===== config.mk =====
export PLATFORM = sky130hd
export DESIGN_NAME = waypoint_motion_sequencer_flat
export DESIGN_NICKNAME = d
export VERILOG_FILES = /design/src/hdl/wms_pkg.sv /design/src/hdl/wms_if.sv /design/src/hdl/wms_front.sv /design/src/hdl/wms_back.sv /design/src/hdl/waypoint_motion_sequencer.sv /design/src/flat_wrapper.sv
export SDC_FILE = /design/constraint.sdc
export NUM_CORES = 2
export LEC_CHECK = 0
export BUFFER_PORTS_ARGS = -buffer_cell sky130_fd_sc_hd__buf_4
export CORE_MARGIN = 8
export CORE_UTILIZATION = 55
export DETAILED_ROUTE_END_ITERATION = 10
export PLACE_DENSITY_LB_ADDON = 0.2
export SYNTH_ARGS = -nofsm -noshare
export SYNTH_HDL_FRONTEND = slang
export SYNTH_SLANG_ARGS = --single-unit

===== constraint.sdc =====
create_clock -name i_clk -period 11.1 [get_ports i_clk]
set_input_delay 1.11 -clock i_clk [delete_from_list [all_inputs] [get_ports i_clk]]
set_output_delay 1.11 -clock i_clk [all_outputs]
set_load 0.03 [all_outputs]

===== src/hdl/wms_pkg.sv =====
package wms_pkg;

    localparam int AngPi      = 25736;
    localparam int Ang2Pi     = 51472;
    localparam int InvGainQ16 = 39797;
    localparam logic signed [41:0] PiFine = 42'sd52707179;

    localparam logic [1:0] RegAngleTol  = 2'd0;
    localparam logic [1:0] RegDefSpeed  = 2'd1;
    localparam logic [1:0] RegSpeedLim  = 2'd2;

    localparam logic OpPose = 1'b0;
    localparam logic OpMove = 1'b1;

    typedef struct packed {
        logic        turn;
        logic [15:0] theta;
        logic [31:0] length;
    } t_task;

    typedef struct packed {
        logic               opcode;
        logic signed [31:0] pos_x;
        logic signed [31:0] pos_y;
        logic signed [15:0] heading;
        logic signed [15:0] speed_request;
    } t_in;

    typedef struct packed {
        logic               is_reply;
        logic               accepted;
        logic signed [14:0] linear_cmd;
        logic signed [14:0] angular_cmd;
        logic [4:0]         tasks_left;
    } t_out;

    typedef enum logic [2:0] {
        S_IDLE, S_CORDIC, S_SCALE, S_EXEC, S_PUSH, S_OUT
    } t_state;

    function automatic logic [41:0] atan_fine(input logic [4:0] i);
        case (i)
            5'd0:  atan_fine = 42'd13176795;
            5'd1:  atan_fine = 42'd7778716;
            5'd2:  atan_fine = 42'd4110060;
            5'd3:  atan_fine = 42'd2086331;
            5'd4:  atan_fine = 42'd1047214;
            5'd5:  atan_fine = 42'd524117;
            5'd6:  atan_fine = 42'd262123;
            5'd7:  atan_fine = 42'd131069;
            default: atan_fine = 42'd65536 >> (i - 5'd8);
        endcase
    endfunction

    function automatic logic signed [17:0] wrap(input logic signed [17:0] a);
        if (a > 18'sd25736) wrap = a - 18'sd51472;
        else if (a < -18'sd25736) wrap = a + 18'sd51472;
        else wrap = a;
    endfunction

endpackage


===== src/hdl/wms_if.sv =====
interface wms_if #(parameter int W = 1) (input logic i_clk);
    logic         valid;
    logic         ready;
    logic [W-1:0] data;
    modport source (output valid, output data, input ready);
    modport sink (input valid, input data, output ready);
endinterface


===== src/hdl/wms_front.sv =====
// front: input register that takes a transaction while the back is busy
module wms_front (
    input  logic   i_clk,
    input  logic   i_rst_n,
    wms_if.sink    s_in,
    output logic   o_valid,
    output wms_pkg::t_in o_item,
    input  logic   i_take
);
    import wms_pkg::*;
    logic r_valid;
    t_in  r_item;

    assign s_in.ready = !r_valid || i_take;
    assign o_valid = r_valid;
    assign o_item  = r_item;

    always_ff @(posedge i_clk) begin
        if (!i_rst_n) begin
            r_valid <= 1'b0;
        end else if (s_in.valid && s_in.ready) begin
            r_valid <= 1'b1;
        end else if (i_take) begin
            r_valid <= 1'b0;
        end
        if (s_in.valid && s_in.ready) r_item <= t_in'(s_in.data);
    end
endmodule


===== src/hdl/wms_back.sv =====
module wms_back #(
    parameter int QUEUE_DEPTH  = 16,
    parameter int CORDIC_STEPS = 16
) (
    input  logic          i_clk,
    input  logic          i_rst_n,
    input  logic          i_valid,
    input  wms_pkg::t_in  i_item,
    output logic          o_take,
    input  logic          i_cfg_we,
    input  logic [1:0]    i_cfg_idx,
    input  logic [13:0]   i_cfg_data,
    wms_if.source         m_out
);
    import wms_pkg::*;
    localparam int QW = $clog2(QUEUE_DEPTH);
    localparam int CW = $clog2(QUEUE_DEPTH + 1);
    localparam int SW = CW + 1;
    localparam int NS = (CORDIC_STEPS < 24) ? CORDIC_STEPS : 24;

    t_state r_state, n_state;
    t_in    r_it;
    t_task  r_mem [QUEUE_DEPTH];
    t_task  r_front;
    logic [QW-1:0] r_head;
    logic [CW-1:0] r_count;
    logic signed [31:0] r_cx, r_cy, r_ox, r_oy;
    logic signed [15:0] r_cth;
    logic signed [14:0] r_speed;
    logic r_idle_sent;
    logic [13:0] r_tol;
    logic [12:0] r_defsp;
    logic [13:0] r_lim;
    logic signed [42:0] r_x, r_y;
    logic signed [42:0] r_z;
    logic signed [32:0] r_x0, r_y0;
    logic [4:0] r_i;
    logic [63:0] r_mag;
    logic signed [15:0] r_ang;
    logic [1:0] r_npush, r_pidx;
    t_task r_push [3];
    t_out r_out;
    logic r_ovalid;

    logic pure_turn, exec_go;
    logic [QW-1:0] head_nxt, wr_idx;
    logic [SW-1:0] wr_sum;
    logic signed [16:0] lim17;
    assign pure_turn = r_it.pos_x == 0 && r_it.pos_y == 0 && r_it.heading != 0;

    assign m_out.valid = r_ovalid;
    assign m_out.data  = r_out;
    assign o_take = (r_state == S_IDLE) && i_valid;
    // exec waits while the previous result is still held
    assign exec_go = (r_state == S_EXEC) && (!r_ovalid || m_out.ready);

    // ring pointers wrap at the queue depth
    assign head_nxt = (r_head == QW'(QUEUE_DEPTH - 1)) ? '0 : r_head + 1'b1;
    assign wr_sum   = SW'(r_head) + SW'(r_count);
    assign wr_idx   = (wr_sum >= SW'(QUEUE_DEPTH)) ? QW'(wr_sum - SW'(QUEUE_DEPTH))
                                                   : QW'(wr_sum);
    assign lim17    = $signed({3'b000, r_lim});

    always_comb begin
        n_state = r_state;
        case (r_state)
            S_IDLE:   if (o_take) n_state = S_EXEC;
            S_CORDIC: if (r_i == 5'(NS - 1)) n_state = S_SCALE;
            S_SCALE:  n_state = S_EXEC;
            S_EXEC:   if (exec_go) n_state = S_OUT;
            S_PUSH:   if (r_pidx == r_npush - 2'd1) n_state = S_IDLE;
            S_OUT:    n_state = (r_it.opcode == OpMove && r_npush != 2'd0) ? S_PUSH : S_IDLE;
            default:  n_state = S_IDLE;
        endcase
    end

    logic signed [42:0] sh_x, sh_y;
    logic signed [17:0] e18, w18;
    logic signed [16:0] err;
    logic [16:0] emag;
    assign sh_x = r_x >>> r_i;
    assign sh_y = r_y >>> r_i;
    assign err  = 17'(r_cth) - 17'($signed(r_front.theta));
    assign emag = err[16] ? 17'(-err) : 17'(err);
    assign w18  = wrap(18'(r_ang) + 18'(r_cth));
    assign e18  = wrap(18'(r_cth) + 18'(r_it.heading));

    always_ff @(posedge i_clk) begin
        if (i_cfg_we) begin
            case (i_cfg_idx)
                RegAngleTol: r_tol   <= i_cfg_data;
                RegDefSpeed: r_defsp <= i_cfg_data[12:0];
                RegSpeedLim: r_lim   <= i_cfg_data;
                default: ;
            endcase
        end
        if (m_out.valid && m_out.ready) r_ovalid <= 1'b0;
        r_front <= r_mem[r_head];
        case (r_state)
            S_IDLE: begin
                r_it <= i_item;
                if (o_take) begin
                    r_x0 <= 33'(i_item.pos_x);
                    r_y0 <= 33'(i_item.pos_y);
                    if (i_item.opcode == OpPose) begin
                        r_cx <= i_item.pos_x; r_cy <= i_item.pos_y; r_cth <= i_item.heading;
                        r_x0 <= 33'(r_ox) - 33'(i_item.pos_x);
                        r_y0 <= 33'(r_oy) - 33'(i_item.pos_y);
                    end
                end
            end
            S_CORDIC: begin
                if (r_y < 0) begin
                    r_x <= r_x - sh_y; r_y <= r_y + sh_x; r_z <= r_z - 43'(atan_fine(r_i));
                end else begin
                    r_x <= r_x + sh_y; r_y <= r_y - sh_x; r_z <= r_z + 43'(atan_fine(r_i));
                end
                r_i <= r_i + 5'd1;
            end
            S_SCALE: begin
                r_mag <= ((r_x < 0 ? 64'd0 : 64'(r_x)) * 64'(InvGainQ16)
                          + 64'd8388608) >> 24;
                if (r_y0 == 0) r_ang <= r_x0[32] ? 16'(AngPi) : 16'd0;
                else r_ang <= 16'((r_z + 43'sd1024 + (43'sd1 <<< 40)) >>> 11);
            end
            default: ;
        endcase
        if (r_state == S_IDLE && o_take) begin
            r_i <= 5'd0;
        end
        // exec handles both the direct path and the post-cordic path
        if (exec_go) begin
            r_out <= '0;
            if (r_it.opcode == OpMove) begin
                r_out.is_reply <= 1'b1;
                r_out.tasks_left <= 5'(r_count);
                if (pure_turn) begin
                    if (r_count < CW'(QUEUE_DEPTH)) begin
                        r_out.accepted <= 1'b1;
                        r_out.tasks_left <= 5'(r_count + 1'b1);
                        r_push[0] <= '{1'b1, r_it.heading, 32'd0};
                        r_npush <= 2'd1;
                    end else r_npush <= 2'd0;
                end else if (r_count == 0) begin
                    r_out.accepted <= 1'b1;
                    r_out.tasks_left <= 5'(r_count + 2'd3);
                    r_ox <= r_cx; r_oy <= r_cy;
                    r_push[0] <= '{w18 != 0, w18[15:0], 32'd0};
                    r_push[1] <= '{1'b0, 16'd0, (r_mag > 64'hFFFFFFFF) ? 32'hFFFFFFFF
                                                 : r_mag[31:0]};
                    r_push[2] <= '{1'b1, e18[15:0], 32'd0};
                    r_npush <= 2'd3;
                    if (r_it.speed_request == 0) r_speed <= 15'(r_defsp);
                    else if (17'(r_it.speed_request) > lim17) r_speed <= 15'(r_lim);
                    else if (17'(r_it.speed_request) < -lim17) r_speed <= -15'(r_lim);
                    else r_speed <= 15'(r_it.speed_request);
                end else r_npush <= 2'd0;
            end else begin
                r_out.tasks_left <= 5'(r_count);
                if (r_count == 0) begin
                    r_idle_sent <= 1'b1;
                end else begin
                    r_idle_sent <= 1'b0;
                    if (r_front.turn) begin
                        r_out.angular_cmd <= r_speed;
                        if (emag > 17'(r_tol)) begin
                            if (r_cth > 0 && err > 17'sd25736) r_out.angular_cmd <= r_speed;
                            else if (r_cth < 0 && err < -17'sd25736 && err > -17'sd51472)
                                r_out.angular_cmd <= -r_speed;
                            else if (err > 0 && err < 17'sd25736)
                                r_out.angular_cmd <= -r_speed;
                        end else if (emag < 17'(r_tol)) begin
                            r_out.angular_cmd <= '0;
                            r_head <= head_nxt;
                            r_count <= r_count - 1'b1;
                            r_out.tasks_left <= 5'(r_count - 1'b1);
                        end
                    end else if (r_mag < 64'(r_front.length)) begin
                        r_out.linear_cmd <= r_speed;
                    end else begin
                        r_head <= head_nxt;
                        r_count <= r_count - 1'b1;
                        r_out.tasks_left <= 5'(r_count - 1'b1);
                    end
                end
            end
        end
        if (r_state == S_PUSH) begin
            r_mem[wr_idx] <= r_push[r_pidx];
            r_count <= r_count + 1'b1;
            r_pidx <= r_pidx + 2'd1;
        end
        r_state <= n_state;
        if (r_state == S_IDLE && o_take) begin
            // pure turns, rejected requests and pose samples on an empty queue or a turn task skip the cordic
            if (i_item.opcode == OpMove && !(i_item.pos_x == 0 && i_item.pos_y == 0
                && i_item.heading != 0) && r_count == 0)
                r_state <= S_CORDIC;
            else if (i_item.opcode == OpPose && r_count != 0 && !r_mem[r_head].turn)
                r_state <= S_CORDIC;
            else r_state <= S_EXEC;
            if (i_item.opcode == OpMove) begin
                r_x <= 43'($signed(i_item.pos_x)) <<< 8;
                r_y <= 43'($signed(i_item.pos_y)) <<< 8;
                r_z <= '0;
                if (i_item.pos_x[31]) begin
                    r_x <= -(43'($signed(i_item.pos_x)) <<< 8);
                    r_y <= -(43'($signed(i_item.pos_y)) <<< 8);
                    r_z <= i_item.pos_y[31] ? -43'(PiFine) : 43'(PiFine);
                end
            end else begin
                r_x <= 43'(33'(r_ox) - 33'(i_item.pos_x)) <<< 8;
                r_y <= 43'(33'(r_oy) - 33'(i_item.pos_y)) <<< 8;
                r_z <= '0;
                if ($signed(33'(r_ox) - 33'(i_item.pos_x)) < 0) begin
                    r_x <= -(43'(33'(r_ox) - 33'(i_item.pos_x)) <<< 8);
                    r_y <= -(43'(33'(r_oy) - 33'(i_item.pos_y)) <<< 8);
                end
            end
        end
        if (exec_go) begin
            r_pidx <= 2'd0;
            r_ovalid <= !(r_it.opcode == OpPose && r_count == 0 && r_idle_sent);
        end
        if (!i_rst_n) begin
            r_state <= S_IDLE; r_head <= '0; r_count <= '0; r_ovalid <= 1'b0;
            r_cx <= '0; r_cy <= '0; r_cth <= '0; r_ox <= '0; r_oy <= '0;
            r_speed <= '0; r_idle_sent <= 1'b0; r_npush <= '0;
            r_tol <= 14'd164; r_defsp <= 13'd410; r_lim <= 14'd3277;
        end
    end
endmodule


===== src/hdl/waypoint_motion_sequencer.sv =====
// waypoint motion sequencer
// channels: s_in carries {opcode, pos_x, pos_y, heading, speed_request}, m_out carries
// {is_reply, accepted, linear_cmd, angular_cmd, tasks_left}; valid/ready transactions
// configuration: i_cfg_we with i_cfg_idx selecting tolerance, default speed, speed limit
// a pure turn, a rejected request or a pose sample on a turn task or an empty queue
// skips the cordic and goes from idle straight to exec
// an accepted path request or a pose sample on a line task first passes the cordic and
// scale states for atan2 and length; an accepted request writes its tasks to the queue
// in the push state after its result
// one transaction is processed at a time; the input register holds the next one
// an idle pose sample after the first gives no result
// reset clears queue pointers, poses and speed and restores the register defaults
// while m_out is stalled the result holds; the next transaction is worked up to its
// result and then waits
module waypoint_motion_sequencer #(
    parameter int QUEUE_DEPTH  = 16,
    parameter int CORDIC_STEPS = 16
) (
    input  logic        i_clk,
    input  logic        i_rst_n,
    input  logic        i_cfg_we,
    input  logic [1:0]  i_cfg_idx,
    input  logic [13:0] i_cfg_data,
    wms_if.sink         s_in,
    wms_if.source       m_out
);
    import wms_pkg::*;
    logic fv, take;
    t_in  fitem;

    wms_front u_front (
        .i_clk, .i_rst_n, .s_in, .o_valid(fv), .o_item(fitem), .i_take(take)
    );

    wms_back #(.QUEUE_DEPTH(QUEUE_DEPTH), .CORDIC_STEPS(CORDIC_STEPS)) u_back (
        .i_clk, .i_rst_n, .i_valid(fv), .i_item(fitem), .o_take(take),
        .i_cfg_we, .i_cfg_idx, .i_cfg_data, .m_out
    );
endmodule


===== src/flat_wrapper.sv =====
// flat-port wrapper written by rule: the top's interface ports become plain ports
module waypoint_motion_sequencer_flat import wms_pkg::*;
#(
    parameter int QUEUE_DEPTH  = 16,
    parameter int CORDIC_STEPS = 16
)
  (i_clk, i_rst_n, i_cfg_we, i_cfg_idx, i_cfg_data, s_in_valid, s_in_data, s_in_ready, m_out_valid, m_out_data, m_out_ready);
  wms_if #(.W($bits(t_in))) s_in_i (.i_clk(i_clk));
  wms_if #(.W($bits(t_out))) m_out_i (.i_clk(i_clk));
  input  logic i_clk;
  input  logic i_rst_n;
  input  logic i_cfg_we;
  input  logic [1:0] i_cfg_idx;
  input  logic [13:0] i_cfg_data;
  input wire logic [$bits(s_in_i.valid)-1:0] s_in_valid;
  input wire logic [$bits(s_in_i.data)-1:0] s_in_data;
  output wire logic [$bits(s_in_i.ready)-1:0] s_in_ready;
  output wire logic [$bits(m_out_i.valid)-1:0] m_out_valid;
  output wire logic [$bits(m_out_i.data)-1:0] m_out_data;
  input wire logic [$bits(m_out_i.ready)-1:0] m_out_ready;
  assign s_in_i.valid = s_in_valid;
  assign s_in_i.data = s_in_data;
  assign s_in_ready = s_in_i.ready;
  assign m_out_valid = m_out_i.valid;
  assign m_out_data = m_out_i.data;
  assign m_out_i.ready = m_out_ready;
  waypoint_motion_sequencer #(.QUEUE_DEPTH(QUEUE_DEPTH), .CORDIC_STEPS(CORDIC_STEPS)) u_core (.i_clk(i_clk), .i_rst_n(i_rst_n), .i_cfg_we(i_cfg_we), .i_cfg_idx(i_cfg_idx), .i_cfg_data(i_cfg_data), .s_in(s_in_i), .m_out(m_out_i));
endmodule

==> results.yml <==
floorplanning:
  die_h_um: 435
  design.portCount: 157
  initial_core_util_pct: 55.4
  floorplan.die.width_um: 435
  design.core.area_um2: 174000
  fp.dieArea_um2: 189000
  rows: 153
setup_path:
  critical_path.startpoint_type: "flop"
  crit_path_start: "u_core.u_back.r_x[42]$_DFFE_PP_"
  required_worst_endpoint_ns: 11.67
  path_class: "reg2reg"
  worstPathArrival_ns: 9.80
  worst-path-max-fanout: 37
  critical_path.endpoint_type: "flop"
  critical_path.reg2reg.startpoint: "u_core.u_back.r_x[42]$_DFFE_PP_"
logic_synthesis:
  synthDominantCellAreaShare_pct: 39.8
  synthesis.nets: 9325
  ys_top_cells_by_area: "sky130_fd_sc_hd__edfxtp_1, sky130_fd_sc_hd__mux4_2, sky130_fd_sc_hd__ha_1, sky130_fd_sc_hd__fa_1, sky130_fd_sc_hd__dfxtp_1"
  post_synth_num_cell_types: 100
  avgSynthCellArea_um2: 11.5
  synth_seq_area_share_pct: 45.6
  async_reset_ff_share_pct: 0
  synth_edf_count: 1278
  synthCells: 8345
  post_synthesis_register_bit_count: 1557
  yosys_top_cell_by_area: "sky130_fd_sc_hd__edfxtp_1"
  netlist_area_um2: 96300
  yosys_warnings: 0
  ys.flop_type: "sky130_fd_sc_hd__edfxtp_1"
final_layout:
  mostFrequentLayoutCell: "sky130_fd_sc_hd__edfxtp_1"
  num-fill-cells: 13800
  syn2layout_area_growth_pct: 9.21
  fin_nets: 9356
  drive_above_1_share_pct: 11.7
  most-common-layout-cells: "sky130_fd_sc_hd__edfxtp_1, sky130_fd_sc_hd__nand2_1, sky130_fd_sc_hd__inv_1"
clocking:
  tritoncts.num_buffers: 164
  htree_levels: 4
  cts_buffer_depth: 3
  ctsRootBufferMaster: "sky130_fd_sc_hd__clkbuf_16"
  cts.hold.buffers_added: 0
  latest_clock_arrival_within_the_worst_skew_pair_ns: 0.85
  post_cts.repair.setup_buffers: 0
  clkTransAtPathRegs_ns: 0.06
  ctsResizeCount: 0
  cts_tree: "done"
  cts_sinks: 1557
flow_run:
  max-cap-violations: 0
placement:
  post-dp-hpwl_um: 178000
  port_buffers: 156
  gp_congestion: 0.968
timing:
  max_freq_ghz: 0.108
  setup_tns_ns: 0
  period_needed_ns: 9.24
  slew_headroom_pct: 20.8
  setup_viol_count_final: 0
  min_period_over_period_pct: 83.2
  worstMarginPinSlew_ns: 1.16
  setup_repair_after_global_routing_missed_its_margin: "no"
  finalHoldViolations: 0
  clock-skew-final_ns: 0.0571
  final_max_slew_viol_count: 0
drt:
  route.detailed.wl_per_inst_um: 23.5
  drt_iter0_markers: 6842
  dr.pass1.iters: 6
  routed_wirelength_um: 255000
  ant_nets: 0
  vias: 67200
  route.detailed.drc: 0
  route.detailed.vias_per_inst: 6.20
global_routing:
  grt_pass1_vias: 65300
  global_route.peak_usage_layer: "met2"
  groute.layer.met1.usage_pct: 38.6
  grt_start_max_net_pins: 183
  number_of_antenna_violations_at_the_first_check_in_global_routing: 10
  grt.total_usage_pct: 26.6
  use_met3_pct: 4.17
  use_met2_pct: 41.8
  grt_first_pass_wirelength_um: 390000
  overflow: 0
status:
  status: "complete, no violations"
min_path:
  min-delay-path-class: "reg2reg"
  holdCritStartpoint: "u_core.u_front.o_item[1]$_DFFE_PP_"
-- layout make-up --
type	instances	area (µm²)	share of cell area [%]
sequential	1557	44000	41.8
tap	2325	2910	2.76
timing repair buffer	232	1770	1.68
multi-input combinational	5757	48600	46.2
clock inverter	91	1040	0.989
inverter	664	2500	2.38
antenna	3	7.51	0.00713
clock buffer	219	4440	4.22
-- layer usage --
metal  up-vias  share of wire (%)
li1      30800                  -
met1     33400                 44
met2      2602                 46
met3       382                7.6
met4         2                2.9
met5         -             0.0051
-- synthesized netlist by cell type, types with 31 or more instances --
library cell / number
sky130_fd_sc_hd__nand2b_1: 117
sky130_fd_sc_hd__nor3_1: 137
sky130_fd_sc_hd__o21a_1: 67
sky130_fd_sc_hd__o31ai_1: 51
sky130_fd_sc_hd__o21bai_1: 31
sky130_fd_sc_hd__xnor2_1: 309
sky130_fd_sc_hd__and2_1: 100
sky130_fd_sc_hd__o21ai_0: 374
sky130_fd_sc_hd__mux2i_1: 85
sky130_fd_sc_hd__xor2_1: 173
sky130_fd_sc_hd__a211oi_1: 47
sky130_fd_sc_hd__mux2_2: 40
sky130_fd_sc_hd__inv_1: 660
sky130_fd_sc_hd__nor2b_1: 76
sky130_fd_sc_hd__nor2_1: 416
sky130_fd_sc_hd__ha_1: 556
sky130_fd_sc_hd__nand3_1: 112
sky130_fd_sc_hd__nor4_1: 70
sky130_fd_sc_hd__a31oi_1: 78
sky130_fd_sc_hd__a21o_1: 124
sky130_fd_sc_hd__a21oi_1: 585
sky130_fd_sc_hd__fa_1: 306
sky130_fd_sc_hd__or3_1: 81
sky130_fd_sc_hd__and3_1: 67
sky130_fd_sc_hd__buf_1: 55
sky130_fd_sc_hd__dfxtp_1: 279
sky130_fd_sc_hd__nand2_1: 797
sky130_fd_sc_hd__mux4_2: 365
sky130_fd_sc_hd__nand4_1: 68
sky130_fd_sc_hd__edfxtp_1: 1278
sky130_fd_sc_hd__o211ai_1: 77
sky130_fd_sc_hd__clkbuf_1: 270
-- worst max-delay path, cell delays in order (launching register included) --
cell and delay [ns]:
sky130_fd_sc_hd__edfxtp_1 1.03, sky130_fd_sc_hd__nand2b_1 0.35, sky130_fd_sc_hd__inv_1 0.22, sky130_fd_sc_hd__fa_1 0.57
sky130_fd_sc_hd__inv_1 0.05, sky130_fd_sc_hd__fa_1 0.48, sky130_fd_sc_hd__inv_1 0.06, sky130_fd_sc_hd__fa_1 0.54
sky130_fd_sc_hd__fa_1 0.45, sky130_fd_sc_hd__fa_1 0.55, sky130_fd_sc_hd__inv_1 0.06, sky130_fd_sc_hd__fa_1 0.54
sky130_fd_sc_hd__inv_1 0.04, sky130_fd_sc_hd__ha_1 0.34, sky130_fd_sc_hd__nand4_1 0.18, sky130_fd_sc_hd__nor2_1 0.14
sky130_fd_sc_hd__o211ai_1 0.12, sky130_fd_sc_hd__a31oi_1 0.36, sky130_fd_sc_hd__o2111ai_1 0.32, sky130_fd_sc_hd__a2111oi_0 1.10
sky130_fd_sc_hd__o2111ai_1 0.29, sky130_fd_sc_hd__a21oi_1 0.30, sky130_fd_sc_hd__o2111ai_1 0.21, sky130_fd_sc_hd__a21oi_1 0.37
sky130_fd_sc_hd__a211oi_1 0.18, sky130_fd_sc_hd__xnor2_1 0.16
-- cells by family after synthesis --
group	synth area share, %
AND/OR/NAND/NOR	10.9
AO/OA/AOI/OAI	11.4
flip-flops	45.6
buffers and inverters	4.20
adder cells (fa/ha/maj)	13.6
multiplexers	9.95
XOR/XNOR	4.40
-- state kept, by name, summed over array words and instances, names as in the netlist, 33 cells and up, named ones only --
register	flops
u_core.u_back.r_mem	784
u_core.u_back.r_it	97
u_core.u_front.o_item	97
u_core.u_back.r_push	65
u_core.u_back.r_front	49
u_core.u_back.r_x	43
u_core.u_back.r_y	43
u_core.u_back.m_out.data	37
u_core.u_back.r_mag	35
u_core.u_back.r_y0	33
-- per-stage QoR --
stage                     std cells  hold WS, ns  util (%)  cell area, µm²  setup WS [ns]
final                         10800        0.414      60.5          105000           1.86
after global routing          10800        0.398      60.5          105000           1.21
after CTS                     10800        0.374      60.5          105000           1.71
after detailed placement      10500        0.405      57.3           99700           1.68
after global placement        10500        0.403      57.3           99700           1.97
after floorplan                8345        0.400         -           96300           3.02
-- worst paths after layout --
| path | to | slack, ns | cells after the start |
|---|---|---|---|
| worst max-delay path | u_core.u_back.r_mag[33]$_DFFE_PP_ | 1.86 | 25 |
| worst max register to register | u_core.u_back.r_mag[33]$_DFFE_PP_ | 1.86 | 25 |
| worst min-delay path | u_core.u_back.r_it[1]$_DFFE_PP_ | 0.41 | 0 |
| worst min register to register | u_core.u_back.r_it[1]$_DFFE_PP_ | 0.41 | 0 |
Power is left out: the tool's default activity adds up to more than one toggle a clock period on the data nets, which glitch-free logic cannot reach.
